**src/hw/rtl/qenc_pkg.sv**
```systemverilog
// shared types and constants of the quadrature encoder channel
package qenc_pkg;

	localparam int unsigned CountW  = 16;
	localparam int unsigned TimeW   = 32;
	localparam int unsigned DivW    = 8;
	localparam int unsigned StepW   = 16;
	localparam int unsigned ApbDataW = 32;
	localparam int unsigned ApbAddrW = 4;

	localparam logic [TimeW-1:0]  PosMax       = 32'h7FFF_FFFF;
	localparam logic [TimeW-1:0]  PeriodReset  = 32'd32767;
	localparam logic [DivW-1:0]   PollDivReset = 8'd2;
	localparam logic [StepW-1:0]  StepReset    = 16'd32;

	// configuration handed from the register block to the datapath
	typedef struct packed {
		logic             full_quadrature;
		logic [DivW-1:0]  poll_divide;
		logic [StepW-1:0] time_step;
	} cfg_t;

endpackage

```
**src/hw/rtl/qenc_in_if.sv**
```systemverilog
// sample channel: one tick of encoder levels and a clear request
interface qenc_in_if;
	logic valid;
	logic ready;
	logic a_level;
	logic b_level;
	logic clear_count;

	modport source (output valid, output a_level, output b_level, output clear_count,
		input ready);
	modport sink (input valid, input a_level, input b_level, input clear_count,
		output ready);
endinterface

```
**src/hw/rtl/qenc_out_if.sv**
```systemverilog
// reading channel: position count and signed edge period
interface qenc_out_if;
	logic               valid;
	logic               ready;
	logic signed [15:0] position;
	logic signed [31:0] period_reading;

	modport source (output valid, output position, output period_reading, input ready);
	modport sink (input valid, input position, input period_reading, output ready);
endinterface

```
**src/hw/rtl/qenc_apb_regs.sv**
```systemverilog
// apb configuration registers of the encoder channel
module qenc_apb_regs (
	input  logic                           clk,
	input  logic                           arst_n,
	input  logic                           psel,
	input  logic                           penable,
	input  logic                           pwrite,
	input  logic [qenc_pkg::ApbAddrW-1:0]  paddr,
	input  logic [qenc_pkg::ApbDataW-1:0]  pwdata,
	output logic [qenc_pkg::ApbDataW-1:0]  prdata,
	output logic                           pready,
	output qenc_pkg::cfg_t                 cfg
);

	localparam logic [1:0] RegFullQuad = 2'd0;
	localparam logic [1:0] RegPollDiv  = 2'd1;
	localparam logic [1:0] RegTimeStep = 2'd2;

	qenc_pkg::cfg_t cfg_q;
	logic           wr_en;
	logic [1:0]     reg_idx;

	assign pready  = 1'b1;
	assign wr_en   = psel & penable & pwrite;
	assign reg_idx = paddr[3:2];
	assign cfg     = cfg_q;

	// register writes, out-of-range addresses ignored
	always_ff @(posedge clk or negedge arst_n) begin
		if (!arst_n) begin
			cfg_q.full_quadrature <= 1'b0;
			cfg_q.poll_divide     <= qenc_pkg::PollDivReset;
			cfg_q.time_step       <= qenc_pkg::StepReset;
		end else if (wr_en) begin
			unique case (reg_idx)
				RegFullQuad: cfg_q.full_quadrature <= pwdata[0];
				RegPollDiv:  cfg_q.poll_divide     <= pwdata[qenc_pkg::DivW-1:0];
				RegTimeStep: cfg_q.time_step       <= pwdata[qenc_pkg::StepW-1:0];
				default: ;
			endcase
		end
	end

	// read mux
	always_comb begin
		prdata = '0;
		unique case (reg_idx)
			RegFullQuad: prdata[0] = cfg_q.full_quadrature;
			RegPollDiv:  prdata[qenc_pkg::DivW-1:0] = cfg_q.poll_divide;
			RegTimeStep: prdata[qenc_pkg::StepW-1:0] = cfg_q.time_step;
			default:     prdata = '0;
		endcase
	end

endmodule

```
**src/hw/rtl/qenc_core.sv**
```systemverilog
// encoder datapath: input register, decode and period logic, result register
module qenc_core (
	input  logic           clk,
	input  logic           arst_n,
	input  qenc_pkg::cfg_t cfg,
	qenc_in_if.sink        samples,
	qenc_out_if.source     readings
);

	localparam int unsigned TW = qenc_pkg::TimeW;
	localparam int unsigned CW = qenc_pkg::CountW;
	localparam int unsigned DW = qenc_pkg::DivW;

	// input register
	logic s1_valid_q;
	logic a_s1, b_s1, clr_s1;

	// result register
	logic          out_valid_q;
	logic [CW-1:0] position_s2;
	logic [TW-1:0] reading_s2;

	// channel state
	logic [TW-1:0] time_q, last_edge_q, last_period_q;
	logic [CW-1:0] count_q;
	logic          prev_a_q, prev_b_q, prev_bs_q;
	logic [DW-1:0] countdown_q;

	logic s1_fire, out_free;

	// next-state signals
	logic [TW-1:0] time_nx, diff_raw, diff_sat, period_nx, last_edge_nx;
	logic [TW-1:0] elapsed_raw, elapsed, mag_last, reading_nx;
	logic [CW-1:0] count_poll, count_nx;
	logic [DW-1:0] countdown_nx;
	logic          prev_a_nx, prev_b_nx, poll_now, fall, last_pos;

	assign out_free       = !out_valid_q || readings.ready;
	assign s1_fire        = s1_valid_q && out_free;
	assign samples.ready  = !s1_valid_q || out_free;

	assign readings.valid          = out_valid_q;
	assign readings.position       = position_s2;
	assign readings.period_reading = reading_s2;

	// time base
	assign time_nx = time_q + TW'(cfg.time_step);

	// polled x4 decoder, poller runs in both modes
	assign poll_now = (countdown_q == '0);
	always_comb begin
		count_poll   = count_q;
		prev_a_nx    = prev_a_q;
		prev_b_nx    = prev_b_q;
		countdown_nx = countdown_q - DW'(1);
		if (poll_now) begin
			if (cfg.full_quadrature && ((a_s1 != prev_a_q) || (b_s1 != prev_b_q))) begin
				count_poll = (a_s1 ^ prev_b_q) ? count_q - CW'(1) : count_q + CW'(1);
			end
			prev_a_nx    = a_s1;
			prev_b_nx    = b_s1;
			countdown_nx = cfg.poll_divide;
		end
	end

	// falling edge of b: x1 count (in x1 mode only) and period capture
	assign fall     = prev_bs_q && !b_s1;
	assign diff_raw = time_nx - last_edge_q;
	assign diff_sat = diff_raw[TW-1] ? qenc_pkg::PosMax : diff_raw;
	always_comb begin
		count_nx     = count_poll;
		period_nx    = last_period_q;
		last_edge_nx = last_edge_q;
		if (fall) begin
			if (!cfg.full_quadrature) begin
				count_nx = a_s1 ? count_poll + CW'(1) : count_poll - CW'(1);
			end
			period_nx    = a_s1 ? diff_sat : TW'(0) - diff_sat;
			last_edge_nx = time_nx;
		end
	end

	// period reading, elapsed time is zero on an edge tick
	assign elapsed_raw = time_nx - last_edge_q;
	assign elapsed     = fall ? '0 :
		(elapsed_raw[TW-1] ? qenc_pkg::PosMax : elapsed_raw);
	assign mag_last    = last_period_q[TW-1] ? TW'(0) - last_period_q : last_period_q;
	assign last_pos    = (last_period_q != '0) && !last_period_q[TW-1];
	always_comb begin
		if (!fall && (elapsed > mag_last)) begin
			reading_nx = last_pos ? elapsed : TW'(0) - elapsed;
		end else begin
			reading_nx = period_nx;
		end
	end

	// input register control
	always_ff @(posedge clk or negedge arst_n) begin
		if (!arst_n) begin
			s1_valid_q <= 1'b0;
		end else if (samples.ready) begin
			s1_valid_q <= samples.valid;
		end
	end

	// input register payload
	always_ff @(posedge clk) begin
		if (samples.valid && samples.ready) begin
			a_s1   <= samples.a_level;
			b_s1   <= samples.b_level;
			clr_s1 <= samples.clear_count;
		end
	end

	// channel state update
	always_ff @(posedge clk or negedge arst_n) begin
		if (!arst_n) begin
			time_q        <= '0;
			last_edge_q   <= '0;
			last_period_q <= qenc_pkg::PeriodReset;
			count_q       <= '0;
			prev_a_q      <= 1'b0;
			prev_b_q      <= 1'b0;
			prev_bs_q     <= 1'b0;
			countdown_q   <= '0;
		end else if (s1_fire) begin
			time_q        <= time_nx;
			last_edge_q   <= last_edge_nx;
			last_period_q <= period_nx;
			count_q       <= clr_s1 ? '0 : count_nx;
			prev_a_q      <= prev_a_nx;
			prev_b_q      <= prev_b_nx;
			prev_bs_q     <= b_s1;
			countdown_q   <= countdown_nx;
		end
	end

	// result register control
	always_ff @(posedge clk or negedge arst_n) begin
		if (!arst_n) begin
			out_valid_q <= 1'b0;
		end else if (out_free) begin
			out_valid_q <= s1_valid_q;
		end
	end

	// result register payload
	always_ff @(posedge clk) begin
		if (s1_fire) begin
			position_s2 <= count_nx;
			reading_s2  <= reading_nx;
		end
	end

endmodule

```
**src/hw/rtl/quadrature_encoder_with_period.sv**
```systemverilog
// top level of one quadrature encoder channel with period measurement
// a taken sample request goes through the input register, then the result register offers its reading
// throughput: one sample request per cycle while the result register is not held
// a held result lets the input register take one more request, then stalls the input
// reset (arst_n low, asynchronous): time, count, edge state cleared, period 32767,
// registers back to x1 mode, poll divide 2, time step 32
module quadrature_encoder_with_period (
	input  logic                           clk,
	input  logic                           arst_n,
	qenc_in_if.sink                        samples,
	qenc_out_if.source                     readings,
	input  logic                           psel,
	input  logic                           penable,
	input  logic                           pwrite,
	input  logic [qenc_pkg::ApbAddrW-1:0]  paddr,
	input  logic [qenc_pkg::ApbDataW-1:0]  pwdata,
	output logic [qenc_pkg::ApbDataW-1:0]  prdata,
	output logic                           pready
);

	qenc_pkg::cfg_t cfg;

	// configuration registers
	qenc_apb_regs u_regs (
		.clk     (clk),
		.arst_n  (arst_n),
		.psel    (psel),
		.penable (penable),
		.pwrite  (pwrite),
		.paddr   (paddr),
		.pwdata  (pwdata),
		.prdata  (prdata),
		.pready  (pready),
		.cfg     (cfg)
	);

	// decode and period datapath
	qenc_core u_core (
		.clk      (clk),
		.arst_n   (arst_n),
		.cfg      (cfg),
		.samples  (samples),
		.readings (readings)
	);

endmodule
```
**src/flat_wrapper.sv**
```systemverilog
// flat-port wrapper written by rule: the top's interface ports become plain ports
module quadrature_encoder_with_period_flat 
  (clk, arst_n, psel, penable, pwrite, paddr, pwdata, prdata, pready, samples_valid, samples_a_level, samples_b_level, samples_clear_count, samples_ready, readings_valid, readings_position, readings_period_reading, readings_ready);
  qenc_in_if samples_i ();
  qenc_out_if readings_i ();
  input  logic clk;
  input  logic arst_n;
  input  logic psel;
  input  logic penable;
  input  logic pwrite;
  input  logic [qenc_pkg::ApbAddrW-1:0] paddr;
  input  logic [qenc_pkg::ApbDataW-1:0] pwdata;
  output logic [qenc_pkg::ApbDataW-1:0] prdata;
  output logic pready;
  input wire logic [$bits(samples_i.valid)-1:0] samples_valid;
  input wire logic [$bits(samples_i.a_level)-1:0] samples_a_level;
  input wire logic [$bits(samples_i.b_level)-1:0] samples_b_level;
  input wire logic [$bits(samples_i.clear_count)-1:0] samples_clear_count;
  output wire logic [$bits(samples_i.ready)-1:0] samples_ready;
  output wire logic [$bits(readings_i.valid)-1:0] readings_valid;
  output wire logic [$bits(readings_i.position)-1:0] readings_position;
  output wire logic [$bits(readings_i.period_reading)-1:0] readings_period_reading;
  input wire logic [$bits(readings_i.ready)-1:0] readings_ready;
  assign samples_i.valid = samples_valid;
  assign samples_i.a_level = samples_a_level;
  assign samples_i.b_level = samples_b_level;
  assign samples_i.clear_count = samples_clear_count;
  assign samples_ready = samples_i.ready;
  assign readings_valid = readings_i.valid;
  assign readings_position = readings_i.position;
  assign readings_period_reading = readings_i.period_reading;
  assign readings_i.ready = readings_ready;
  quadrature_encoder_with_period u_core (.clk(clk), .arst_n(arst_n), .samples(samples_i), .readings(readings_i), .psel(psel), .penable(penable), .pwrite(pwrite), .paddr(paddr), .pwdata(pwdata), .prdata(prdata), .pready(pready));
endmodule
```
**config.mk**
```make
export PLATFORM = sky130hd
export DESIGN_NAME = quadrature_encoder_with_period_flat
export DESIGN_NICKNAME = d
export VERILOG_FILES = /design/src/hw/rtl/qenc_pkg.sv /design/src/hw/rtl/qenc_in_if.sv /design/src/hw/rtl/qenc_out_if.sv /design/src/hw/rtl/qenc_apb_regs.sv /design/src/hw/rtl/qenc_core.sv /design/src/hw/rtl/quadrature_encoder_with_period.sv /design/src/flat_wrapper.sv
export SDC_FILE = /design/constraint.sdc
export NUM_CORES = 1
export LEC_CHECK = 0
export BUFFER_PORTS_ARGS = -buffer_cell sky130_fd_sc_hd__buf_2
export CAP_MARGIN = 20
export CORE_MARGIN = 8
export CORE_UTILIZATION = 40
export CTS_BUF_LIST = sky130_fd_sc_hd__clkbuf_16
export DETAILED_ROUTE_END_ITERATION = 6
export GPL_TIMING_DRIVEN = 0
export SYNTH_ARGS = -nofsm -noshare
export SYNTH_HDL_FRONTEND = slang
export SYNTH_SLANG_ARGS = --single-unit
export TNS_END_PERCENT = 20
```
**constraint.sdc**
```tcl
create_clock -name clk -period 7.6 [get_ports clk]
set_clock_uncertainty 0.1 [all_clocks]
set_input_delay 0.38 -clock clk [delete_from_list [all_inputs] [get_ports clk]]
set_output_delay 0.38 -clock clk [all_outputs]
set_load 0.05 [all_outputs]
```
; Yosys cells after proc, flatten, opt, wreduce, memory -nomap -nowiden
; Cells that the tools add are included.
[totals]
regBits = 201
inputBits = 46
out_inout_bits = 83
[classes]
addsub = 10
magnitude_cmp = 1
eq_ne = 4
muxes = 18
bitwise_logic = 3
n_reduce_logical = 22
[ops]
columns = cell, count
row1 = 32-bit 2-to-1 mux, 5
row2 = 16-bit 2-to-1 mux, 7
row3 = 1-bit by 32-bit subtractor with 32-bit output (first input constant), 2
row4 = 31-bit 2-to-1 mux, 2
row5 = 16-bit by 1-bit adder with 16-bit output (second input constant), 2
row6 = 32-bit by 16-bit adder with 32-bit output, 1
row7 = 31-bit by 32-bit greater-than comparator with 1-bit output, 1
row8 = 32-bit nonzero test, 1
row9 = 1-bit by 31-bit subtractor with 32-bit output (first input constant), 1
row10 = 16-bit by 1-bit subtractor with 16-bit output (second input constant), 2
row11 = 32-bit subtractor, 1
row12 = 8-bit 2-to-1 mux, 2
row13 = 7-bit one-hot mux with 2 select lines, 1
row14 = 2-bit AND reduction, 5
row15 = 8-bit logical NOT, 1
row16 = 8-bit by 1-bit subtractor with 8-bit output (second input constant), 1
row17 = 1-bit logical AND, 6
row18 = 1-bit logical NOT, 5
row19 = 1-bit logical OR, 3
row20 = 1-bit one-hot mux with 3 select lines, 1
row21 = 1-bit AND, 2
row22 = 2-bit by 1-bit == test with 1-bit output (second input constant), 1
row23 = 2-bit == test (second input constant), 1
row24 = 2-bit logical NOT, 1
row25 = 2 further kinds, 3

; Logic depth before layout (Yosys ltp)
; Gate-level depths: netlist of the first run.
[depth]
ltp_word = 10
ltp_mapped = 41
ltp_nobuf = 37

; Hierarchy
; From an unflattened synthesis of the first run, not the netlist that was laid out.
[unflattened]
cells_unflattened = 1873
hier_area_um2 = 16328.2
[by_module_without_submodules]
columns = mod, instances, cells_each, area_per_inst_um2, seq_area_each_um2
row1 = qenc_core, 1, 1767, 14951.8, 4678.2
row2 = qenc_apb_regs, 1, 106, 1376.3, 628.1

; Least setup slack after synthesis of the first run
; No wires, ideal clock.
[synth_timing]
kind = flip-flop to flip-flop
startpoint = register u_core.u_regs.cfg_q (netlist bit u_core.u_regs.cfg[0])
endpoint = register u_core.u_core.reading_s2[3], in the netlist u_core.u_core.readings.period_reading[3], data pin
setup_ns = 0.256
arrival_time_ns = 7.845
slack_ns = -0.601
path_stages_with_launch = 38
path_buffers = 3
cell_sequence = dfrtp_1 -> ha_1 -> inv_1 -> fa_1 -> nor2b_1 -> o21ai_0 -> a21boi_0 -> o21ai_0 -> a21boi_0 -> o211ai_1 -> a31oi_1 -> a31oi_1 -> or3_1 -> xnor2_1 -> ha_1 -> and3_1 -> and4_1 -> nand3_1 -> [2 not listed] -> xnor2_1 -> xnor3_1 -> buf_2 -> or2_2 -> clkbuf_1 -> and2_1 -> ha_1 -> a2111oi_0 -> o21ai_0 -> a2111oi_0 -> o21ai_0 -> a211oi_1 -> a311o_1 -> clkbuf_1 -> nor2_1 -> a221oi_1 -> a21oi_1 -> a41o_1
[synth_via]
elab_chain_cells = 7
[synth_rtl]
columns = element, line
row1 = start: declaration, qenc_apb_regs.sv:19  ; qenc_pkg::cfg_t cfg_q;
row2 = 32-bit by 16-bit adder with 32-bit output *, qenc_core.sv:47  ; assign time_nx = time_q + TW'(cfg.time_step);
row3 = named net u_core.u_core.time_nx[24], qenc_core.sv:32  ; logic [TW-1:0] time_nx, diff_raw, diff_sat, period_nx, last_edge_nx;
row4 = 32-bit subtractor *, "qenc_core.sv:68, qenc_core.sv:84"
row5 = 31-bit 2-to-1 mux *, "qenc_core.sv:69, qenc_core.sv:86"
row6 = 1-bit by 32-bit subtractor with 32-bit output or 31-bit 2-to-1 mux (tied branches), "qenc_core.sv:78, qenc_core.sv:85"
row7 = 32-bit 2-to-1 mux (tied with other cells), qenc_core.sv:78  ; period_nx = a_s1 ? diff_sat : TW'(0) - diff_sat;
row8 = 32-bit 2-to-1 mux (tied with other cells), qenc_core.sv:74  ; if (fall) begin
row9 = 32-bit 2-to-1 mux *, qenc_core.sv:90  ; if (!fall && (elapsed > mag_last)) begin
row10 = named net u_core.u_core.reading_nx[3], qenc_core.sv:33  ; logic [TW-1:0] elapsed_raw, elapsed, mag_last, reading_nx;
row11 = end signal: assignment, qenc_core.sv:151  ; reading_s2 <= reading_nx;
row12 = end: declaration, qenc_core.sv:21  ; logic [TW-1:0] reading_s2;
; Mark *: on every way through the listed nets, which the timed path passes. The rest lies on a longest branch.
; A chain may end at the register's enable or synchronous reset.

; Final worst setup path of the first run
[layout_timing]
startpoint = register u_core.u_regs.cfg_q (netlist bit u_core.u_regs.cfg[0])
endpoint = register u_core.u_core.reading_s2[20], in the netlist u_core.u_core.readings.period_reading[20], data pin
; Same word-level chain as after synthesis.

==> results.tsv, run 1 <==
stage	metric	value	unit
logic_synthesis	most numerous cell in the Yosys netlist	nand2_1	
drt	DRC viols	0	
run_status	failing checks	negative setup slack	
finish	fill cell count	3911	
logic_synthesis	synth unique cells	99	
global_routing	first-pass GRT wire length	84300	µm
finish	register area	5310	µm²
critical_path	CP max FO	6	
logic_synthesis	Post-synth EDFFs	51	
cts	insertion delay to the later sink of the worst-skew pair	0.57	ns
critical_path	slowest CP cell	or4_4	
floorplan	IO Count	129	
critical_path	crit end category	flip-flop	
timing	RSZ-0062 raised after global routing	true	
drt	Post-Route WL	54800	µm
placement	Setup WS pre-CTS	-2.56	ns
global_routing	vias in the first global route	14800	
logic_synthesis	Syn Inst Count	1941	
logic_synthesis	top post-synthesis cells by count	243 x nand2_1, 174 x nor2_1, 145 x o21ai_0	
timing	fin worst setup slack	-0.465	ns
timing	Worst-Margin Slew	0.963	ns
timing	upper clock frequency limit	124	MHz
global_routing	antenna violations before repair	0	
floorplan	die height	219	µm
finish	area of the multi-input gates	11200	µm²
drt	DR top layer	met4	
timing	min cycle time layout	8.07	ns
global_routing	GR Overflow Total	0	
logic_synthesis	register area share after synthesis	32.3	%
min_path	hold crit path type	primary input to flip-flop	
timing	Final setup violation count	32	
placement	DP Wirelength	40900	µm
finish	Post-layout nets	2335	
global_routing	Overall Global Routing Usage	22.0	%
drt	Met1 Wirelength	25300	µm
placement	Port Buffer Count	93	
drt	Final ANT Viol Nets	0	
cts	CTS Buf Count	26	
floorplan	Initial Utilization	40.3	%
timing	fin crit share	106	%
placement	global placement routability congestion	0.943	
drt	Vias	15500	
critical_path	CP required	7.79	ns
drt	WL met2	24400	µm
job	max cap viols	0	
logic_synthesis	post-synth top area share	20.2	%
critical_path	CP Launch Type	flip-flop	
cts	clk sinks	201	
floorplan	die area	47800	µm²
finish	Ant. Diodes	0	
timing	final slew viol count	0	
cts	H-tree levels	1	
critical_path	WP buf/inv	5	
logic_synthesis	top area cells in the synthesized netlist	dfrtp_1 20%, edfxtp_1 9.3%, ha_1 8.7%	
drt	Routed met3 length	3060	µm
timing	relative slew slack	35.8	%
cts	Longest Clk Path Bufs	3	
finish	Core Util, Final	49.8	%
drt	wire per inst	20.1	µm
logic_synthesis	top_reg_cell synth	dfrtp_1	
run_status	status	complete, but fails checks	
drt	Vias/cell	5.69	
drt	Detailed Routing Iterations Pass 1	5	
timing	smallest hold slack	0.234	ns
logic_synthesis	flops & latches, synth	201	
cts	CTS root buffer	clkbuf_16	
cts	CTS tree	yes	
floorplan	Row Count	74	
global_routing	pin count of the biggest net entering global routing	80	
critical_path	Arr. time, crit path	8.25	ns
logic_synthesis	cell taking the most area after synthesis	dfrtp_1	
logic_synthesis	syn_area_per_cell	8.47	µm²
finish	layout cells sized above 1	22.0	%
cts	clock slew at reported path FFs	0.06	ns
drt	Detailed Route Iter0 Violations	1187	
finish	synthesis-to-layout area growth	23.5	%
floorplan	core area	40700	µm²
floorplan	die width	219	µm
logic_synthesis	Post-Synthesis Cell Area	16400	µm²
logic_synthesis	Async SR Flop Fraction	74.6	%
timing	final hold vios	0	
critical_path	kind of critical path	flip-flop to flip-flop	
critical_path	cell family with most CP delay	simple AND/OR/NAND/NOR gates	
logic_synthesis	Synth Warn #	0	
critical_path	FF-to-FF setup slack	-0.47	ns
critical_path	critical path's largest stage delay	0.45	ns
[worst min-delay path, cell delays in order]
cell     delay, ns
buf_2         0.09
and3_1        0.16
nand2_1       0.08
mux2_2        0.14
[metrics by stage]
step | TNS (ns) | instance area [µm²] | cells
floorplan | 0 | 16600 | 1956
global route | -21.67 | 20300 | 2723
CTS | -22.06 | 19600 | 2697
global placement | -76.74 | 17700 | 2581
finish | -11.78 | 20300 | 2723
detailed placement | -77.52 | 17800 | 2585
[repair_timing]
action | 4_1_cts | 5_1_grt
gates resized for setup | 117 | 126
hold endpoints to repair | 85 | 0
cloned | 2 | 2
setup endpoints to repair | 44 | 39
hold buffers | 22 | 0
pin swaps | 53 | 74
buffers inserted | 44 | 29
[state kept, by name, indices dropped and copies added (netlist names), 8 cells and up]
name	flops
u_core.u_core.readings.position	16
u_core.u_core.count_q	16
u_core.u_core.time_q	32
u_core.u_core.countdown_q	8
u_core.u_core.readings.period_reading	32
u_core.u_core.last_period_q	32
u_core.u_core.last_edge_q	32
u_core.u_regs.cfg	25
[metal layers]
layer	global-route usage (%)	vias to the layer above
met5	0	-
met3	2.70	130
met2	35.0	568
li1	-	7423
met4	6.52	0
met1	31.0	7379
[cell type report]
| type | count | area share, % |
|---|---|---|
| Buffer | 100 | 3.09 |
| Clock buffer | 26 | 3.21 |
| Clock inverter | 22 | 0.573 |
| Inverter | 82 | 1.52 |
| Multi-Input combinational cell | 1566 | 55.3 |
| Sequential cell | 201 | 26.1 |
| Tap cell | 532 | 3.28 |
| Timing Repair Buffer | 194 | 6.86 |
[final timing paths]
kind	start	to	depth (start not counted)
worst max-delay path	u_core.u_regs.cfg[0]	u_core.u_core.readings.period_reading[20]	37
worst min-delay path	penable	u_core.u_regs.cfg[24]	4
worst max register to register	u_core.u_regs.cfg[0]	u_core.u_core.readings.period_reading[20]	37
worst min register to register	u_core.u_core.time_q[15]	u_core.u_core.time_q[15]	2
max in group asynchronous	arst_n	u_core.u_core.last_period_q[24]	3
min in group asynchronous	arst_n	u_core.u_regs.cfg[1]	2
[layout by cell type, fill, tap and decap left out, types with 23 or more instances in the layout]
cell type	Yosys	final
a21oi_1	121	106
clkbuf_16	0	27
nor2_1	174	142
buf_4	18	83
a21o_1	31	31
clkbuf_1	64	51
inv_1	82	86
o21ai_0	145	132
nand2_1	243	238
buf_2	14	101
dfrtp_1	133	133
xor2_1	87	85
nor3_1	47	45
and2_1	26	23
xnor2_1	71	62
nand3_1	33	31
a31oi_1	26	23
ha_1	114	102
edfxtp_1	51	51
mux2_2	42	42
[cell families after synthesis]
| group | count (synthesis) | synth area share [%] |
|---|---|---|
| DFF | 201 | 32.3 |
| xor gates and xnor gates | 160 | 8.69 |
| muxes | 57 | 3.82 |
| AOI/OAI and AO/OA | 531 | 21.2 |
| buffers and inverters | 189 | 4.99 |
| and+or+nand+nor | 683 | 19.8 |
| adders and majority gates | 118 | 9.17 |
| other | 2 | 0.0457 |
Power of run 1 is left out: the tool's default activity adds up to more than one toggle a clock period on the data nets, which glitch-free logic cannot reach.
==> run 2, diff against run 1 <==
--- a/config.mk
+++ b/config.mk
@@ -12,6 +12,7 @@
 export CTS_BUF_LIST = sky130_fd_sc_hd__clkbuf_16
 export DETAILED_ROUTE_END_ITERATION = 6
 export GPL_TIMING_DRIVEN = 0
+export HOLD_SLACK_MARGIN = 0.05
 export SYNTH_ARGS = -nofsm -noshare
 export SYNTH_HDL_FRONTEND = slang
 export SYNTH_SLANG_ARGS = --single-unit
==> constraint.sdc (replaced) <==
create_clock -name clk -period 8.85 [get_ports clk]
set_clock_uncertainty 0.1 [all_clocks]
set_input_delay 0.4425 -clock clk [delete_from_list [all_inputs] [get_ports clk]]
set_output_delay 0.4425 -clock clk [all_outputs]
set_load 0.05 [all_outputs]
==> results.tsv, run 2 (synthesis gave the netlist of run 1 again) <==
stage	metric	value	unit	change
placement	Port Buffer Count	93		unchanged
finish	Finished Cell Area	19600	µm²	-3.7%
critical_path	CP Launch Type	flip-flop		
floorplan	Initial Utilization	40.3	%	unchanged
critical_path	CP most frequent cell	nor2_1		
floorplan	IO Count	129		unchanged
drt	Vias	15200		-1.8%
global_routing	first-pass GRT wire length	83200	µm	-1.3%
drt	Detailed Route Iter0 Violations	1289		+8.6%
cts	CTS Buf Count	27		+3.8%
run_status	status	finished clean		
min_path	hold crit path type	primary input to flip-flop		
finish	layout cells sized above 1	17.7	%	-4.4 points
cts	H-tree levels	1		unchanged
cts	clock slew at reported path FFs	0.06	ns	about the same
timing	min cycle time layout	8.61	ns	+0.548 ns
job	max cap viols	0		unchanged
critical_path	cell family with most CP delay	compound AO/OA/AOI/OAI gates		
cts	insertion delay to the later sink of the worst-skew pair	0.57	ns	about the same
critical_path	crit end category	flip-flop		
cts	Longest Clk Path Bufs	3		unchanged
finish	Final Non-Filler Cells	2691		-1.2%
global_routing	GR peak layer	met2		
timing	Worst-Margin Slew	1.29	ns	+0.323 ns
global_routing	GR Overflow Total	0		unchanged
finish	Ant. Diodes	0		unchanged
critical_path	kind of critical path	flip-flop to flip-flop		
finish	synthesis-to-layout area growth	19.0	%	
floorplan	die width	219	µm	unchanged
timing	final slew viol count	0		unchanged
placement	placed insts	2585		unchanged
finish	commonest non-fill, non-tap cell in the layout	nand2_1		
cts	clk sinks	201		unchanged
critical_path	CP max FO	10		+4
finish	Core Util, Final	48.0	%	-1.8 points
timing	final hold vios	0		unchanged
timing	fin crit share	97.3	%	-8.8 points
global_routing	grt met2 use	35.2	%	+0.20 points
finish	most frequent cells in the layout	242 x nand2_1, 162 x nor2_1, 138 x o21ai_0		
placement	DP Wirelength	41000	µm	+0.29%
global_routing	Overall Global Routing Usage	21.7	%	-0.25 points
timing	Final setup violation count	0		-100%
drt	Detailed Routing Iterations Pass 1	5		unchanged
placement	global placement routability congestion	0.939		-0.49%
floorplan	core area	40700	µm²	unchanged
global_routing	met3 GRT Util	2.85	%	+0.15 points
critical_path	Arr. time, crit path	8.82	ns	+0.57 ns
placement	DP Area	17700	µm²	-0.63%
cts	CTS tree	yes		
critical_path	critical path's largest stage delay	0.62	ns	+0.17 ns
critical_path	WP buf/inv	4		-1
timing	upper clock frequency limit	116	MHz	-6.4%
critical_path	slowest CP cell	a211oi_1		
floorplan	die area	47800	µm²	unchanged
timing	relative slew slack	13.1	%	-23 points
drt	Post-Route WL	54000	µm	-1.4%
drt	wire per inst	20.1	µm	-0.23%
drt	Final ANT Viol Nets	0		unchanged
global_routing	vias in the first global route	14600		-1.7%
global_routing	pin count of the biggest net entering global routing	87		+8.8%
floorplan	die height	219	µm	unchanged
global_routing	antenna violations before repair	1		+1
drt	DRC viols	0		unchanged
global_routing	met1 Usage GRT	30.0	%	-0.92 points
cts	CTS root buffer	clkbuf_16		
critical_path	CP required	9.06	ns	+1.27 ns
drt	Vias/cell	5.66		-0.65%
floorplan	Row Count	74		unchanged
finish	Post-layout nets	2302		-1.4%
timing	setup TNS	0	ns	+11.78 ns
==> run 2: cell count changes in the layout (fill, tap and decap cells not counted), moves of 6 or more <==
cell     previous run  this run
a21oi_1           106       114
a21oi_2            17        10
buf_4              83        58
buf_6              13         6
buf_8               8         2
ha_1              102       110
ha_4                9         2
nor2_1            142       162
nor2_2             16         3
nor2_4             17        10
o21ai_0           132       138
==> run 2: repair_timing <==
action                                 in CTS  in global routing
setup buffers                              11                 23
hold buffers                               21                  0
setup endpoints to repair                  32                 32
cloned                                      1                  1
endpoints found under the hold margin      80                  0
resized for setup                          73                 57
pin swaps                                  12                 34
==> run 2: final timing paths <==
path | start | endpoint | slack (ns) | depth (start not counted)
setup / recovery | u_core.u_regs.cfg[0] | u_core.u_core.readings.period_reading[24] | 0.24 | 34
min in group asynchronous | arst_n | u_core.u_core.s1_valid_q | 0.32 | 2
setup reg to reg | u_core.u_regs.cfg[0] | u_core.u_core.readings.period_reading[24] | 0.24 | 34
hold / removal | readings_ready | u_core.u_core.readings.valid | 0.08 | 3
hold reg to reg | u_core.u_core.clr_s1 | u_core.u_core.count_q[15] | 0.37 | 1
max in group asynchronous | arst_n | u_core.u_core.last_period_q[9] | 7.49 | 3
==> run 2: worst register-to-register path, delay by kind of cell (launching register included) <==
| kind | cells | cell delay (ns) |
|---|---|---|
| adders and majority gates | 4 | 1.16 |
| AOI/OAI and AO/OA | 13 | 3.12 |
| and+or+nand+nor | 10 | 2.35 |
| buffers and inverters | 4 | 0.59 |
| xor gates and xnor gates | 3 | 0.62 |
| DFF | 1 | 0.41 |
==> run 2: through the flow <==
stage,setup slack (ns),hold slack [ns]
2_1_floorplan,0.649,0.0469
3_3_place_gp,-2.02,0.361
3_5_place_dp,-2.05,0.346
4_1_cts,0.0129,0.0519
5_1_grt,-0.0446,0.0968
6_report,0.237,0.0815
==> run 2: metal layers <==
metal | vias up | wire length [µm]
li1 | 7366 | -
met2 | 454 | 24500
met5 | - | 0
met3 | 96 | 3130
met4 | 0 | 1520
met1 | 7302 | 24900
==> run 2: area by class of cell <==
class                           count  area [µm²]
Fill cell                        3972       21200
Multi-Input combinational cell   1566       10700
Sequential cell                   201        5310
Timing Repair Buffer              154        1040
Clock buffer                       27         676
Tap cell                          532         666
Buffer                            106         591
Inverter                           82         308
Clock inverter                     23         218
Power of run 2 is left out for the same reason.
